$ cat src/hdl/byte_stream_tokenizer_unit_macros.svh
// assertion macros for the byte stream tokenizer
// used by files that carry concurrent checks; expects clock and reset in scope
`ifndef BYTE_STREAM_TOKENIZER_UNIT_MACROS_SVH
`define BYTE_STREAM_TOKENIZER_UNIT_MACROS_SVH

`ifndef ASSERT_OFF

// same-cycle implication, disabled during reset
`define BST_ASSERT_IMP(label, ante, cons, msg) \
   label: assert property (@(posedge clock) disable iff (reset) (ante) |-> (cons)) \
      else $error(msg);

// next-cycle implication, disabled during reset
`define BST_ASSERT_NXT(label, ante, cons, msg) \
   label: assert property (@(posedge clock) disable iff (reset) (ante) |=> (cons)) \
      else $error(msg);

`else

`define BST_ASSERT_IMP(label, ante, cons, msg)
`define BST_ASSERT_NXT(label, ante, cons, msg)

`endif

`endif

$ cat src/hdl/bst_pkg.sv
// shared types, character codes and classification functions
// for the byte stream tokenizer; no dependencies
`default_nettype none

package bst_pkg;

   // token kinds as carried on the result channel
   typedef enum logic [4:0] {
      TOK_ILLEGAL   = 5'd0,
      TOK_EOF       = 5'd1,
      TOK_IDENT     = 5'd2,
      TOK_INT       = 5'd3,
      TOK_ASSIGN    = 5'd4,
      TOK_PLUS      = 5'd5,
      TOK_MINUS     = 5'd6,
      TOK_BANG      = 5'd7,
      TOK_STAR      = 5'd8,
      TOK_SLASH     = 5'd9,
      TOK_LT        = 5'd10,
      TOK_GT        = 5'd11,
      TOK_COMMA     = 5'd12,
      TOK_SEMICOLON = 5'd13,
      TOK_LPAREN    = 5'd14,
      TOK_RPAREN    = 5'd15,
      TOK_LBRACE    = 5'd16,
      TOK_RBRACE    = 5'd17,
      TOK_EQ        = 5'd18,
      TOK_KEYWORD   = 5'd19
   } token_kind_type;

   // scanner modes
   typedef enum logic [1:0] {
      MODE_IDLE  = 2'd0,
      MODE_IDENT = 2'd1,
      MODE_INT   = 2'd2,
      MODE_EQ    = 2'd3
   } scan_mode_type;

   // one result beat
   typedef struct packed {
      logic           last_of_run;
      logic [7:0]     token_char;
      logic [15:0]    token_length;
      logic [15:0]    start_pos;
      logic [2:0]     keyword_index;
      token_kind_type token_kind;
   } result_type;

   // character codes
   localparam logic [7:0] CHAR_END       = 8'h00;
   localparam logic [7:0] CHAR_TAB       = 8'h09;
   localparam logic [7:0] CHAR_LF        = 8'h0A;
   localparam logic [7:0] CHAR_CR        = 8'h0D;
   localparam logic [7:0] CHAR_SPACE     = 8'h20;
   localparam logic [7:0] CHAR_BANG      = 8'h21;
   localparam logic [7:0] CHAR_LPAREN    = 8'h28;
   localparam logic [7:0] CHAR_RPAREN    = 8'h29;
   localparam logic [7:0] CHAR_STAR      = 8'h2A;
   localparam logic [7:0] CHAR_PLUS      = 8'h2B;
   localparam logic [7:0] CHAR_COMMA     = 8'h2C;
   localparam logic [7:0] CHAR_MINUS     = 8'h2D;
   localparam logic [7:0] CHAR_SLASH     = 8'h2F;
   localparam logic [7:0] CHAR_ZERO      = 8'h30;
   localparam logic [7:0] CHAR_NINE      = 8'h39;
   localparam logic [7:0] CHAR_SEMICOLON = 8'h3B;
   localparam logic [7:0] CHAR_LT        = 8'h3C;
   localparam logic [7:0] CHAR_EQUALS    = 8'h3D;
   localparam logic [7:0] CHAR_GT        = 8'h3E;
   localparam logic [7:0] CHAR_UPPER_A   = 8'h41;
   localparam logic [7:0] CHAR_UPPER_Z   = 8'h5A;
   localparam logic [7:0] CHAR_UNDERSCORE = 8'h5F;
   localparam logic [7:0] CHAR_LOWER_A   = 8'h61;
   localparam logic [7:0] CHAR_LOWER_Z   = 8'h7A;
   localparam logic [7:0] CHAR_LBRACE    = 8'h7B;
   localparam logic [7:0] CHAR_RBRACE    = 8'h7D;

   // keyword registers and the result queue
   localparam int KEYWORD_WORD_BITS = 64;
   localparam int CSR_INDEX_BITS    = 3;
   localparam int QUEUE_DEPTH       = 4;
   localparam int QUEUE_PTR_BITS    = 2;
   localparam int QUEUE_COUNT_BITS  = 3;
   localparam logic [15:0] LENGTH_MAX = 16'hFFFF;

   function automatic logic is_alpha(input logic [7:0] c);
      return (c >= CHAR_LOWER_A && c <= CHAR_LOWER_Z) ||
             (c >= CHAR_UPPER_A && c <= CHAR_UPPER_Z) || c == CHAR_UNDERSCORE;
   endfunction

   function automatic logic is_decimal(input logic [7:0] c);
      return c >= CHAR_ZERO && c <= CHAR_NINE;
   endfunction

   function automatic logic is_space(input logic [7:0] c);
      return c == CHAR_SPACE || c == CHAR_TAB || c == CHAR_LF || c == CHAR_CR;
   endfunction

   // kind of a single-character token, illegal for anything unlisted
   function automatic token_kind_type punct_kind(input logic [7:0] c);
      token_kind_type k;
      unique case (c)
         CHAR_PLUS:      k = TOK_PLUS;
         CHAR_MINUS:     k = TOK_MINUS;
         CHAR_BANG:      k = TOK_BANG;
         CHAR_STAR:      k = TOK_STAR;
         CHAR_SLASH:     k = TOK_SLASH;
         CHAR_LT:        k = TOK_LT;
         CHAR_GT:        k = TOK_GT;
         CHAR_COMMA:     k = TOK_COMMA;
         CHAR_SEMICOLON: k = TOK_SEMICOLON;
         CHAR_LPAREN:    k = TOK_LPAREN;
         CHAR_RPAREN:    k = TOK_RPAREN;
         CHAR_LBRACE:    k = TOK_LBRACE;
         CHAR_RBRACE:    k = TOK_RBRACE;
         default:        k = TOK_ILLEGAL;
      endcase
      return k;
   endfunction

   function automatic result_type make_result(input token_kind_type kind,
                                              input logic [2:0] kidx,
                                              input logic [15:0] start,
                                              input logic [15:0] len,
                                              input logic [7:0] ch);
      result_type r;
      r.token_kind    = kind;
      r.keyword_index = kidx;
      r.start_pos     = start;
      r.token_length  = len;
      r.token_char    = ch;
      r.last_of_run   = 1'b0;
      return r;
   endfunction

endpackage

`default_nettype wire

$ cat src/hdl/bst_keyword_match.sv
// keyword registers with their write port and the identifier compare
// depends on bst_pkg
`default_nettype none

module bst_keyword_match #(
   parameter int KEYWORD_SLOTS = 7,
   parameter int KEYWORD_CHARS = 8
) (
   input  wire logic                                     clock,
   input  wire logic                                     reset,
   input  wire logic                                     csr_we,
   input  wire logic [bst_pkg::CSR_INDEX_BITS-1:0]       csr_index,
   input  wire logic [bst_pkg::KEYWORD_WORD_BITS-1:0]    csr_wdata,
   input  wire logic [8*KEYWORD_CHARS-1:0]               ident_prefix,
   input  wire logic [15:0]                              run_length,
   input  wire logic                                     ident_overlong,
   output logic                                          kw_hit,
   output logic [2:0]                                    kw_index
);

   logic [bst_pkg::KEYWORD_WORD_BITS-1:0] keyword_ff [KEYWORD_SLOTS];
   logic [bst_pkg::KEYWORD_WORD_BITS-1:0] prefix_wide;
   logic                                  short_ident;

   // register writes; indexes past the slots fall through
   always_ff @(posedge clock) begin
      if (reset) begin
         for (int k = 0; k < KEYWORD_SLOTS; k++) begin
            keyword_ff[k] <= '0;
         end
      end else if (csr_we) begin
         for (int k = 0; k < KEYWORD_SLOTS; k++) begin
            if (csr_index == bst_pkg::CSR_INDEX_BITS'(k)) begin
               keyword_ff[k] <= csr_wdata;
            end
         end
      end
   end

   assign prefix_wide = bst_pkg::KEYWORD_WORD_BITS'(ident_prefix);
   assign short_ident = !ident_overlong && (run_length <= 16'(KEYWORD_CHARS));

   // lowest matching nonzero slot wins
   always_comb begin
      kw_hit   = 1'b0;
      kw_index = '0;
      for (int k = KEYWORD_SLOTS - 1; k >= 0; k--) begin
         if (short_ident && keyword_ff[k] != '0 && keyword_ff[k] == prefix_wide) begin
            kw_hit   = 1'b1;
            kw_index = 3'(k);
         end
      end
   end

endmodule

`default_nettype wire

$ cat src/hdl/bst_scanner.sv
// scanner state and token building for one source byte per beat
// depends on bst_pkg; keyword result comes from bst_keyword_match
`default_nettype none

module bst_scanner #(
   parameter int POSITION_BITS = 16,
   parameter int KEYWORD_CHARS = 8
) (
   input  wire logic                         clock,
   input  wire logic                         reset,
   input  wire logic                         fire,
   input  wire logic [7:0]                   char_code,
   input  wire logic                         kw_hit,
   input  wire logic [2:0]                   kw_index,
   output logic [8*KEYWORD_CHARS-1:0]        ident_prefix,
   output logic [15:0]                       run_length,
   output logic                              ident_overlong,
   output logic [1:0]                        push_count,
   output bst_pkg::result_type               result_a,
   output bst_pkg::result_type               result_b
);

   localparam int PW = 8 * KEYWORD_CHARS;
   localparam int POS_WIDE = (POSITION_BITS > 16) ? POSITION_BITS : 16;
   localparam logic [POSITION_BITS-1:0] POS_MAX = '1;

   bst_pkg::scan_mode_type    mode_ff, mode_in;
   logic [15:0]               run_start_ff, run_start_in;
   logic [15:0]               run_length_ff, run_length_in;
   logic [PW-1:0]             prefix_ff, prefix_in;
   logic                      overlong_ff, overlong_in;
   logic [POSITION_BITS-1:0]  pos_ff, pos_in;

   logic [POS_WIDE-1:0]       pos_wide;
   logic [15:0]               pos16;
   logic [15:0]               length_grown;
   logic                      handled;
   logic                      close_v, own_v;
   bst_pkg::result_type       close_tok, own_tok;

   assign pos_wide     = POS_WIDE'(pos_ff);
   assign pos16        = pos_wide[15:0];
   assign length_grown = (run_length_ff == bst_pkg::LENGTH_MAX) ? run_length_ff
                                                               : run_length_ff + 16'd1;

   assign ident_prefix   = prefix_ff;
   assign run_length     = run_length_ff;
   assign ident_overlong = overlong_ff;

   // next state and the tokens this byte produces
   always_comb begin
      mode_in      = mode_ff;
      run_start_in = run_start_ff;
      run_length_in = run_length_ff;
      prefix_in    = prefix_ff;
      overlong_in  = overlong_ff;
      pos_in       = pos_ff;
      handled      = 1'b0;
      close_v      = 1'b0;
      own_v        = 1'b0;
      close_tok    = bst_pkg::make_result(bst_pkg::TOK_ILLEGAL, 3'd0, 16'd0, 16'd0, 8'd0);
      own_tok      = close_tok;

      // close or extend an open token
      unique case (mode_ff)
         bst_pkg::MODE_IDENT: begin
            if (bst_pkg::is_alpha(char_code)) begin
               for (int i = 0; i < KEYWORD_CHARS; i++) begin
                  if (run_length_ff == 16'(i)) begin
                     prefix_in[8*i +: 8] = char_code;
                  end
               end
               if (run_length_ff >= 16'(KEYWORD_CHARS)) begin
                  overlong_in = 1'b1;
               end
               run_length_in = length_grown;
               handled = 1'b1;
            end else begin
               close_v   = 1'b1;
               close_tok = bst_pkg::make_result(
                  kw_hit ? bst_pkg::TOK_KEYWORD : bst_pkg::TOK_IDENT,
                  kw_hit ? kw_index : 3'd0, run_start_ff, run_length_ff, 8'd0);
               mode_in = bst_pkg::MODE_IDLE;
            end
         end
         bst_pkg::MODE_INT: begin
            if (bst_pkg::is_decimal(char_code)) begin
               run_length_in = length_grown;
               handled = 1'b1;
            end else begin
               close_v   = 1'b1;
               close_tok = bst_pkg::make_result(bst_pkg::TOK_INT, 3'd0, run_start_ff,
                                                run_length_ff, 8'd0);
               mode_in = bst_pkg::MODE_IDLE;
            end
         end
         bst_pkg::MODE_EQ: begin
            mode_in = bst_pkg::MODE_IDLE;
            close_v = 1'b1;
            if (char_code == bst_pkg::CHAR_EQUALS) begin
               close_tok = bst_pkg::make_result(bst_pkg::TOK_EQ, 3'd0, run_start_ff,
                                                16'd2, 8'd0);
               handled = 1'b1;
            end else begin
               close_tok = bst_pkg::make_result(bst_pkg::TOK_ASSIGN, 3'd0, run_start_ff,
                                                16'd1, bst_pkg::CHAR_EQUALS);
            end
         end
         default: begin
         end
      endcase

      // the byte's own meaning
      if (!handled) begin
         priority if (char_code == bst_pkg::CHAR_END) begin
            own_v   = 1'b1;
            own_tok = bst_pkg::make_result(bst_pkg::TOK_EOF, 3'd0, pos16, 16'd0, 8'd0);
         end else if (bst_pkg::is_space(char_code)) begin
         end else if (bst_pkg::is_alpha(char_code)) begin
            mode_in       = bst_pkg::MODE_IDENT;
            run_start_in  = pos16;
            run_length_in = 16'd1;
            prefix_in     = PW'(char_code);
            overlong_in   = 1'b0;
         end else if (bst_pkg::is_decimal(char_code)) begin
            mode_in       = bst_pkg::MODE_INT;
            run_start_in  = pos16;
            run_length_in = 16'd1;
         end else if (char_code == bst_pkg::CHAR_EQUALS) begin
            mode_in       = bst_pkg::MODE_EQ;
            run_start_in  = pos16;
            run_length_in = 16'd1;
         end else begin
            own_v   = 1'b1;
            own_tok = bst_pkg::make_result(bst_pkg::punct_kind(char_code), 3'd0, pos16,
                                           16'd1, char_code);
         end
      end

      // position restarts on end of input, else saturates
      if (char_code == bst_pkg::CHAR_END) begin
         pos_in  = '0;
         mode_in = bst_pkg::MODE_IDLE;
      end else if (pos_ff != POS_MAX) begin
         pos_in = pos_ff + 1'b1;
      end
   end

   // order the beats and mark the last one
   always_comb begin
      result_a = close_v ? close_tok : own_tok;
      result_b = own_tok;
      if (close_v && own_v) begin
         push_count = 2'd2;
         result_a.last_of_run = 1'b0;
         result_b.last_of_run = 1'b1;
      end else if (close_v || own_v) begin
         push_count = 2'd1;
         result_a.last_of_run = 1'b1;
      end else begin
         push_count = 2'd0;
      end
      if (!fire) begin
         push_count = 2'd0;
      end
   end

   // scanner registers
   always_ff @(posedge clock) begin
      if (reset) begin
         mode_ff       <= bst_pkg::MODE_IDLE;
         run_start_ff  <= '0;
         run_length_ff <= '0;
         prefix_ff     <= '0;
         overlong_ff   <= 1'b0;
         pos_ff        <= '0;
      end else if (fire) begin
         mode_ff       <= mode_in;
         run_start_ff  <= run_start_in;
         run_length_ff <= run_length_in;
         prefix_ff     <= prefix_in;
         overlong_ff   <= overlong_in;
         pos_ff        <= pos_in;
      end
   end

endmodule

`default_nettype wire

$ cat src/hdl/bst_result_queue.sv
// four-entry result queue taking up to two beats per cycle
// depends on bst_pkg
`default_nettype none

module bst_result_queue (
   input  wire logic                 clock,
   input  wire logic                 reset,
   input  wire logic [1:0]           push_count,
   input  bst_pkg::result_type       result_a,
   input  bst_pkg::result_type       result_b,
   input  wire logic                 pop,
   output logic                      has_room,
   output logic                      head_valid,
   output bst_pkg::result_type       head
);

   bst_pkg::result_type                     entry_ff [bst_pkg::QUEUE_DEPTH];
   logic [bst_pkg::QUEUE_PTR_BITS-1:0]      head_ff, head_in;
   logic [bst_pkg::QUEUE_PTR_BITS-1:0]      tail_ff, tail_in;
   logic [bst_pkg::QUEUE_COUNT_BITS-1:0]    count_ff, count_in;
   logic                                    do_pop;

   // room for two more beats whatever the output side does
   assign has_room   = count_ff <= bst_pkg::QUEUE_COUNT_BITS'(bst_pkg::QUEUE_DEPTH - 2);
   assign head_valid = count_ff != '0;
   assign head       = entry_ff[head_ff];
   assign do_pop     = pop && head_valid;

   // pointer and count update
   always_comb begin
      head_in  = do_pop ? head_ff + 1'b1 : head_ff;
      tail_in  = tail_ff + bst_pkg::QUEUE_PTR_BITS'(push_count);
      count_in = count_ff + bst_pkg::QUEUE_COUNT_BITS'(push_count)
                 - bst_pkg::QUEUE_COUNT_BITS'(do_pop);
   end

   always_ff @(posedge clock) begin
      if (reset) begin
         head_ff  <= '0;
         tail_ff  <= '0;
         count_ff <= '0;
      end else begin
         head_ff  <= head_in;
         tail_ff  <= tail_in;
         count_ff <= count_in;
      end
   end

   // payload storage
   always_ff @(posedge clock) begin
      if (push_count != 2'd0) begin
         entry_ff[tail_ff] <= result_a;
      end
      if (push_count == 2'd2) begin
         entry_ff[tail_ff + 1'b1] <= result_b;
      end
   end

endmodule

`default_nettype wire

$ cat src/hdl/byte_stream_tokenizer_unit.sv
// top level of the byte stream tokenizer
// depends on bst_pkg, bst_keyword_match, bst_scanner, bst_result_queue and the macro header
//
//   channel   direction  payload
//   req_      in         tdata[7:0] char_code
//   rsp_      out        tdata[42:0] token fields, tuser[4:0] token_kind, tlast last_of_run
//   csr_      in         we, index[2:0], wdata[63:0] keyword words
//
// one byte is taken per cycle while req_tready is high; its tokens enter the result
// queue on the same edge and, if the queue was empty, the first one is on rsp_ in the next cycle
// a byte that closes a token and makes its own gives two beats, so the byte stream
// runs at one byte per cycle while at most two beats per byte are produced
// req_tready drops when the four-entry result queue has fewer than two free slots
// reset clears scanner state, keyword words and the queue
`default_nettype none
`include "byte_stream_tokenizer_unit_macros.svh"

module byte_stream_tokenizer_unit #(
   parameter int POSITION_BITS = 16,
   parameter int KEYWORD_SLOTS = 7,
   parameter int KEYWORD_CHARS = 8
) (
   input  wire logic                                   clock,
   input  wire logic                                   reset,
   // char_code [7:0]
   input  wire logic [7:0]                             req_tdata,
   input  wire logic                                   req_tvalid,
   output logic                                        req_tready,
   // keyword_index [2:0], start_pos [18:3], token_length [34:19],
   // token_char [42:35], zero fill [47:43]
   output logic [47:0]                                 rsp_tdata,
   // token_kind [4:0]
   output logic [4:0]                                  rsp_tuser,
   output logic                                        rsp_tlast,
   output logic                                        rsp_tvalid,
   input  wire logic                                   rsp_tready,
   input  wire logic                                   csr_we,
   input  wire logic [bst_pkg::CSR_INDEX_BITS-1:0]     csr_index,
   input  wire logic [bst_pkg::KEYWORD_WORD_BITS-1:0]  csr_wdata
);

   logic                        req_fire;
   logic [8*KEYWORD_CHARS-1:0]  ident_prefix;
   logic [15:0]                 run_length;
   logic                        ident_overlong;
   logic                        kw_hit;
   logic [2:0]                  kw_index;
   logic [1:0]                  push_count;
   bst_pkg::result_type         result_a, result_b, head;
   logic                        has_room;

   assign req_tready = has_room;
   assign req_fire   = req_tvalid && has_room;

   bst_keyword_match #(
      .KEYWORD_SLOTS (KEYWORD_SLOTS),
      .KEYWORD_CHARS (KEYWORD_CHARS)
   ) u_keyword (
      .clock          (clock),
      .reset          (reset),
      .csr_we         (csr_we),
      .csr_index      (csr_index),
      .csr_wdata      (csr_wdata),
      .ident_prefix   (ident_prefix),
      .run_length     (run_length),
      .ident_overlong (ident_overlong),
      .kw_hit         (kw_hit),
      .kw_index       (kw_index)
   );

   bst_scanner #(
      .POSITION_BITS (POSITION_BITS),
      .KEYWORD_CHARS (KEYWORD_CHARS)
   ) u_scanner (
      .clock          (clock),
      .reset          (reset),
      .fire           (req_fire),
      .char_code      (req_tdata),
      .kw_hit         (kw_hit),
      .kw_index       (kw_index),
      .ident_prefix   (ident_prefix),
      .run_length     (run_length),
      .ident_overlong (ident_overlong),
      .push_count     (push_count),
      .result_a       (result_a),
      .result_b       (result_b)
   );

   bst_result_queue u_queue (
      .clock      (clock),
      .reset      (reset),
      .push_count (push_count),
      .result_a   (result_a),
      .result_b   (result_b),
      .pop        (rsp_tready),
      .has_room   (has_room),
      .head_valid (rsp_tvalid),
      .head       (head)
   );

   // result beat packing
   assign rsp_tdata = {5'd0, head.token_char, head.token_length, head.start_pos,
                       head.keyword_index};
   assign rsp_tuser = head.token_kind;
   assign rsp_tlast = head.last_of_run;

   // end of input always yields at least the end token
   `BST_ASSERT_IMP(a_end_emits, req_fire && req_tdata == bst_pkg::CHAR_END, push_count != 2'd0, "end byte produced no token")

   // a two-beat byte marks only its second beat as last
   `BST_ASSERT_IMP(a_pair_last, push_count == 2'd2, !result_a.last_of_run && result_b.last_of_run, "bad last marking on token pair")

   // after a push, rsp_tvalid is high on the next cycle
   `BST_ASSERT_NXT(a_push_shows, push_count != 2'd0, rsp_tvalid, "pushed token not presented")

endmodule

`default_nettype wire

$ cat config.mk
export PLATFORM = sky130hd
export DESIGN_NAME = byte_stream_tokenizer_unit
export DESIGN_NICKNAME = d
export VERILOG_FILES = /design/src/hdl/bst_pkg.sv /design/src/hdl/bst_keyword_match.sv /design/src/hdl/bst_scanner.sv /design/src/hdl/bst_result_queue.sv /design/src/hdl/byte_stream_tokenizer_unit.sv
export VERILOG_INCLUDE_DIRS = /design/src /design/src/hdl
export SDC_FILE = /design/constraint.sdc
export NUM_CORES = 2
export LEC_CHECK = 0
export ABC_AREA = 0
export BUFFER_PORTS_ARGS = -buffer_cell sky130_fd_sc_hd__buf_4
export CAP_MARGIN = 20
export CELL_PAD_IN_SITES_DETAIL_PLACEMENT = 0
export CELL_PAD_IN_SITES_GLOBAL_PLACEMENT = 2
export CORE_MARGIN = 2
export CORE_UTILIZATION = 45
export DETAILED_ROUTE_END_ITERATION = 16
export PLACE_DENSITY = 0.94
export SLEW_MARGIN = 5
export SYNTH_ARGS = -nofsm -noshare
export SYNTH_HDL_FRONTEND = slang
export SYNTH_SLANG_ARGS = --single-unit
$ cat constraint.sdc
create_clock -name clock -period 14.12 [get_ports clock]
set_clock_uncertainty 0.2 [all_clocks]
set_input_delay 0 -clock clock [delete_from_list [all_inputs] [get_ports clock]]
set_output_delay 0 -clock clock [all_outputs]
set_load 0.02 [all_outputs]
==> flow_metrics.tcl <==
set metrics [dict create \
    timing.final.hold_violations 0 \
    die_h_um 287 \
    ys.warnings.count 0 \
    gp_congestion 1.05 \
    ys_seq_elements 768 \
    drt_iter0_markers 3266 \
    vdd_ir_drop_max_mv 0.133 \
    critPathKind "in2reg" \
    dr.pass1.iters 6 \
    startpoint_type "input port" \
    drive_gt1_share_pct 12.1 \
    path_delay_family "simple AND/OR/NAND/NOR gates" \
    hold_path.class "in2reg" \
    met1Wirelength_um 53100 \
    grt_use_total_pct 34.2 \
    critPathLaunch "req_tdata[0]" \
    r2r_cells 11 \
    cts.htree.levels 3 \
    slowest_delay_ps 720 \
    nFillCells 6840 \
    tns_ps 0 \
    grt_antenna_before_repair 3 \
    reg2reg_slack_ps 9300 \
    cp.arrival_ps 5120 \
    start_util_pct 45.6 \
    fin_util_pct 52.5 \
    nets 3352 \
    cts_buffers 84 \
    powerDensity_mw_per_mm2 136 \
    io_pins 136 \
    post_cts.repair.setup_buffers 0 \
    cts-root-buf "clkbuf_16" \
    highest_layer "met5" \
    vias 27100 \
    layout_min_cycle_time_ps 4970 \
    routed-wl-met2_um 67600 \
    grt_start_max_net_pins 66 \
    rsz0062_at_grt "no" \
    crit_cells 14 \
    comb_power_share_pct 13.3 \
    post_cts_resized 0 \
    grt_pass1_vias 26500 \
    path_max_fanout 65 \
    slew_headroom_pct 19.3 \
    end_kind "register" \
    pwr-share-seq_pct 47.4 \
    syn-instance-count 3132 \
    wl_met3_um 10700 \
    slew_viol_final 0 \
    r2r_end "u_queue.entry_ff[0][17]" \
    clkLatencyLatePin_ps 660 \
    core_area_sq_mm 0.0793 \
    place_hpwl_um 108000 \
    clock_sinks 768 \
    hold_ws_ps 72.1 \
    die_x_um 287 \
    route.detailed.wl_per_inst_um 32.6 \
    cts_tree "done" \
    cap_violations 0 \
    die_area_sq_mm 0.0826 \
    port_buffers 130 \
    avgSynthCellArea_sq_um 11.5 \
    grt_pass1_wl_um 197000 \
    slowest_stage "and2_1" \
    r2r_start "u_scanner.mode_ff[1]" \
    synthArstFlopShare_pct 0 \
    crit_required_ps 14280 \
    route.detailed.drc 0 \
    critPathBufInv 5 \
    worstMarginPinSlew_ps 1200 \
    cts.clk_slew.worst_paths_ps 60 \
    ant_nets 0 \
    avgViaCountPerCell 6.19 \
    cts_buffer_depth 3 \
    syn_to_final_growth_pct 15.1 \
    ys_seq_area_share_pct 58.4 \
    max_freq_ghz 0.201 \
    synth.distinct_cells 74 \
    wl_um 143000 \
    cellLeakagePower_nw 15.6 \
    synth_edf_count 572 \
    grt.overflow.total 0 \
    switchingPower_mw 1.55 \
    crit_path_frequent_cell "buf_4" \
    num_rows 103 \
    synthFlopType "edfxtp_1" \
    pwr-share-clk_pct 39.3 \
    outcome "finished clean" \
    post-route-period-util_pct 35.2 \
    crit_chain "dlygate4sd3_1, buf_4, and4b_1, a211oi_1, or3_1, nand2_1, nor2_4, buf_4, ha_1, o21ai_1, or3_1, and2_1, inv_1, buf_4" \
    final-setup-viol-count 0 \
    syn-cell-area_sq_mm 0.0361 \
    p_int_mw 4.10 \
    crit_end "u_queue.entry_ff[0][17]" \
    swShare_pct 27.4 \
]
-- how the worst min path moves through the flow --
stage,from,slack [ps],to,cells past startpoint
2_1_floorplan,req_tdata[7],50,u_queue.entry_ff[0][47],2
6_report,req_tdata[5],70,u_scanner.ident_prefix[29],3
5_1_grt,req_tdata[5],90,u_scanner.ident_prefix[29],3
3_3_place_gp,req_tdata[5],160,u_scanner.ident_prefix[29],2
3_5_place_dp,req_tdata[5],170,u_scanner.ident_prefix[29],2
4_1_cts,req_tdata[5],50,u_scanner.ident_prefix[29],3
-- metrics by stage --
step	worst slack [ps]	power [mW]	instances	instance area (sq um)
finish	9150	5.65	4373	41600
global route	8890	5.79	4371	41600
floorplan	9590	3.10	3136	36200
CTS	9240	5.65	4371	41600
global placement	9290	3.44	4136	38000
detailed placement	9160	3.45	4138	38000
-- logic make-up (layout without fill, tap and decap cells) --
family	Yosys count	in the layout	synth area share (%)
other cells	1	7	0.0104
fa+ha+maj	16	16	0.568
buf+inv	327	512	3.54
flops	768	768	58.4
xor+xnor	469	469	11.4
simple gates	1131	1131	15.0
compound gates	347	347	7.43
mux	73	73	3.72
-- worst min-delay path, delay by kind of cell --
family | cells | cell delay (ps)
AO/OA/AOI/OAI | 1 | 160
buffers and inverters | 2 | 730
-- layer usage --
| layer | global-route usage, % | up-vias |
|---|---|---|
| li1 | - | 11600 |
| met1 | 42.4 | 13600 |
| met2 | 55.8 | 1570 |
| met3 | 4.35 | 326 |
| met4 | 23.6 | 4 |
| met5 | 0 | - |
-- cells in the final DEF, fill, tap and decap left out, types with 6 or more instances in the layout --
cell type	n
nor3_1	24
and3_1	12
ha_1	14
dfxtp_1	194
nor2_1	503
nor2b_1	16
clkbuf_1	14
edfxtp_1	572
mux2i_1	24
a22o_1	100
nand3_1	34
or2_2	6
o31ai_1	8
nand2_2	10
nand2b_1	9
xor2_1	388
mux4_2	49
and2_1	19
clkbuf_8	7
or3_1	15
nand2_1	152
dlygate4sd3_1	83
clkbuf_16	85
inv_1	92
o22ai_1	18
xnor2_1	81
bufinv_16	7
buf_4	184
a32o_1	65
o21ai_0	67
nor4_1	224
clkinv_1	11
nand4_1	82
a21oi_1	35
clkinv_2	13
-- area by class of cell --
type,count,area [sq um],area share (%)
inverter,93,349,0.840
clock buffer,107,2280,5.49
sequential,768,21100,50.8
antenna,2,5.00,0.0120
clock inverter,43,459,1.10
timing repair buffer,269,2230,5.36
multi-input combinational,2041,13800,33.3
tap,1050,1310,3.16
-- registers in the layout, summed over array words and instances, names as in the netlist, named ones only --
register,count
u_queue.head_ff,2
u_scanner.run_length,16
u_scanner.run_start_ff,16
u_scanner.ident_overlong,1
u_queue.tail_ff,2
u_keyword.keyword_ff,448
u_scanner.mode_ff,2
u_queue.entry_ff,196
u_scanner.pos16,16
u_scanner.ident_prefix,56
u_queue.count_ff,3
-- cells in the mapped netlist, types with 9 or more instances --
| cell | instances | area share [%] |
|---|---|---|
| mux2i_1 | 24 | 0.66 |
| nor3_1 | 24 | 0.33 |
| a21oi_1 | 35 | 0.48 |
| xor2_1 | 388 | 9.4 |
| o21ai_0 | 67 | 0.93 |
| a22o_1 | 100 | 2.4 |
| nand3_1 | 37 | 0.51 |
| inv_1 | 93 | 0.97 |
| nor2_1 | 504 | 5.2 |
| nand4_1 | 82 | 1.4 |
| or3_1 | 15 | 0.26 |
| clkbuf_1 | 185 | 1.9 |
| edfxtp_1 | 572 | 48 |
| mux4_2 | 49 | 3.1 |
| ha_1 | 14 | 0.48 |
| nor4_1 | 227 | 3.9 |
| a32o_1 | 65 | 1.8 |
| and3_1 | 12 | 0.21 |
| dfxtp_1 | 196 | 11 |
| xnor2_1 | 81 | 2.0 |
| nand2b_1 | 9 | 0.16 |
| nor2b_1 | 16 | 0.28 |
| buf_1 | 23 | 0.24 |
| o22ai_1 | 18 | 0.31 |
| buf_2 | 18 | 0.25 |
| and2_1 | 19 | 0.33 |
| nand2_1 | 161 | 1.7 |
-- power by group through the flow --
| stage | clock network [mW] | logic, mW | registers [mW] |
|---|---|---|---|
| global route | 2.32 | 0.781 | 2.69 |
| detailed placement | 0 | 0.726 | 2.72 |
| CTS | 2.23 | 0.747 | 2.67 |
| finish | 2.22 | 0.750 | 2.68 |
| global placement | 0 | 0.721 | 2.72 |
| floorplan | 0 | 0.429 | 2.67 |
-- timing repair --
item,in CTS,in global routing
setup endpoints to repair,0,0
endpoints found under the hold margin,584,0
hold buffers,83,0
No activity file was read; power rests on OpenSTA's default activity.
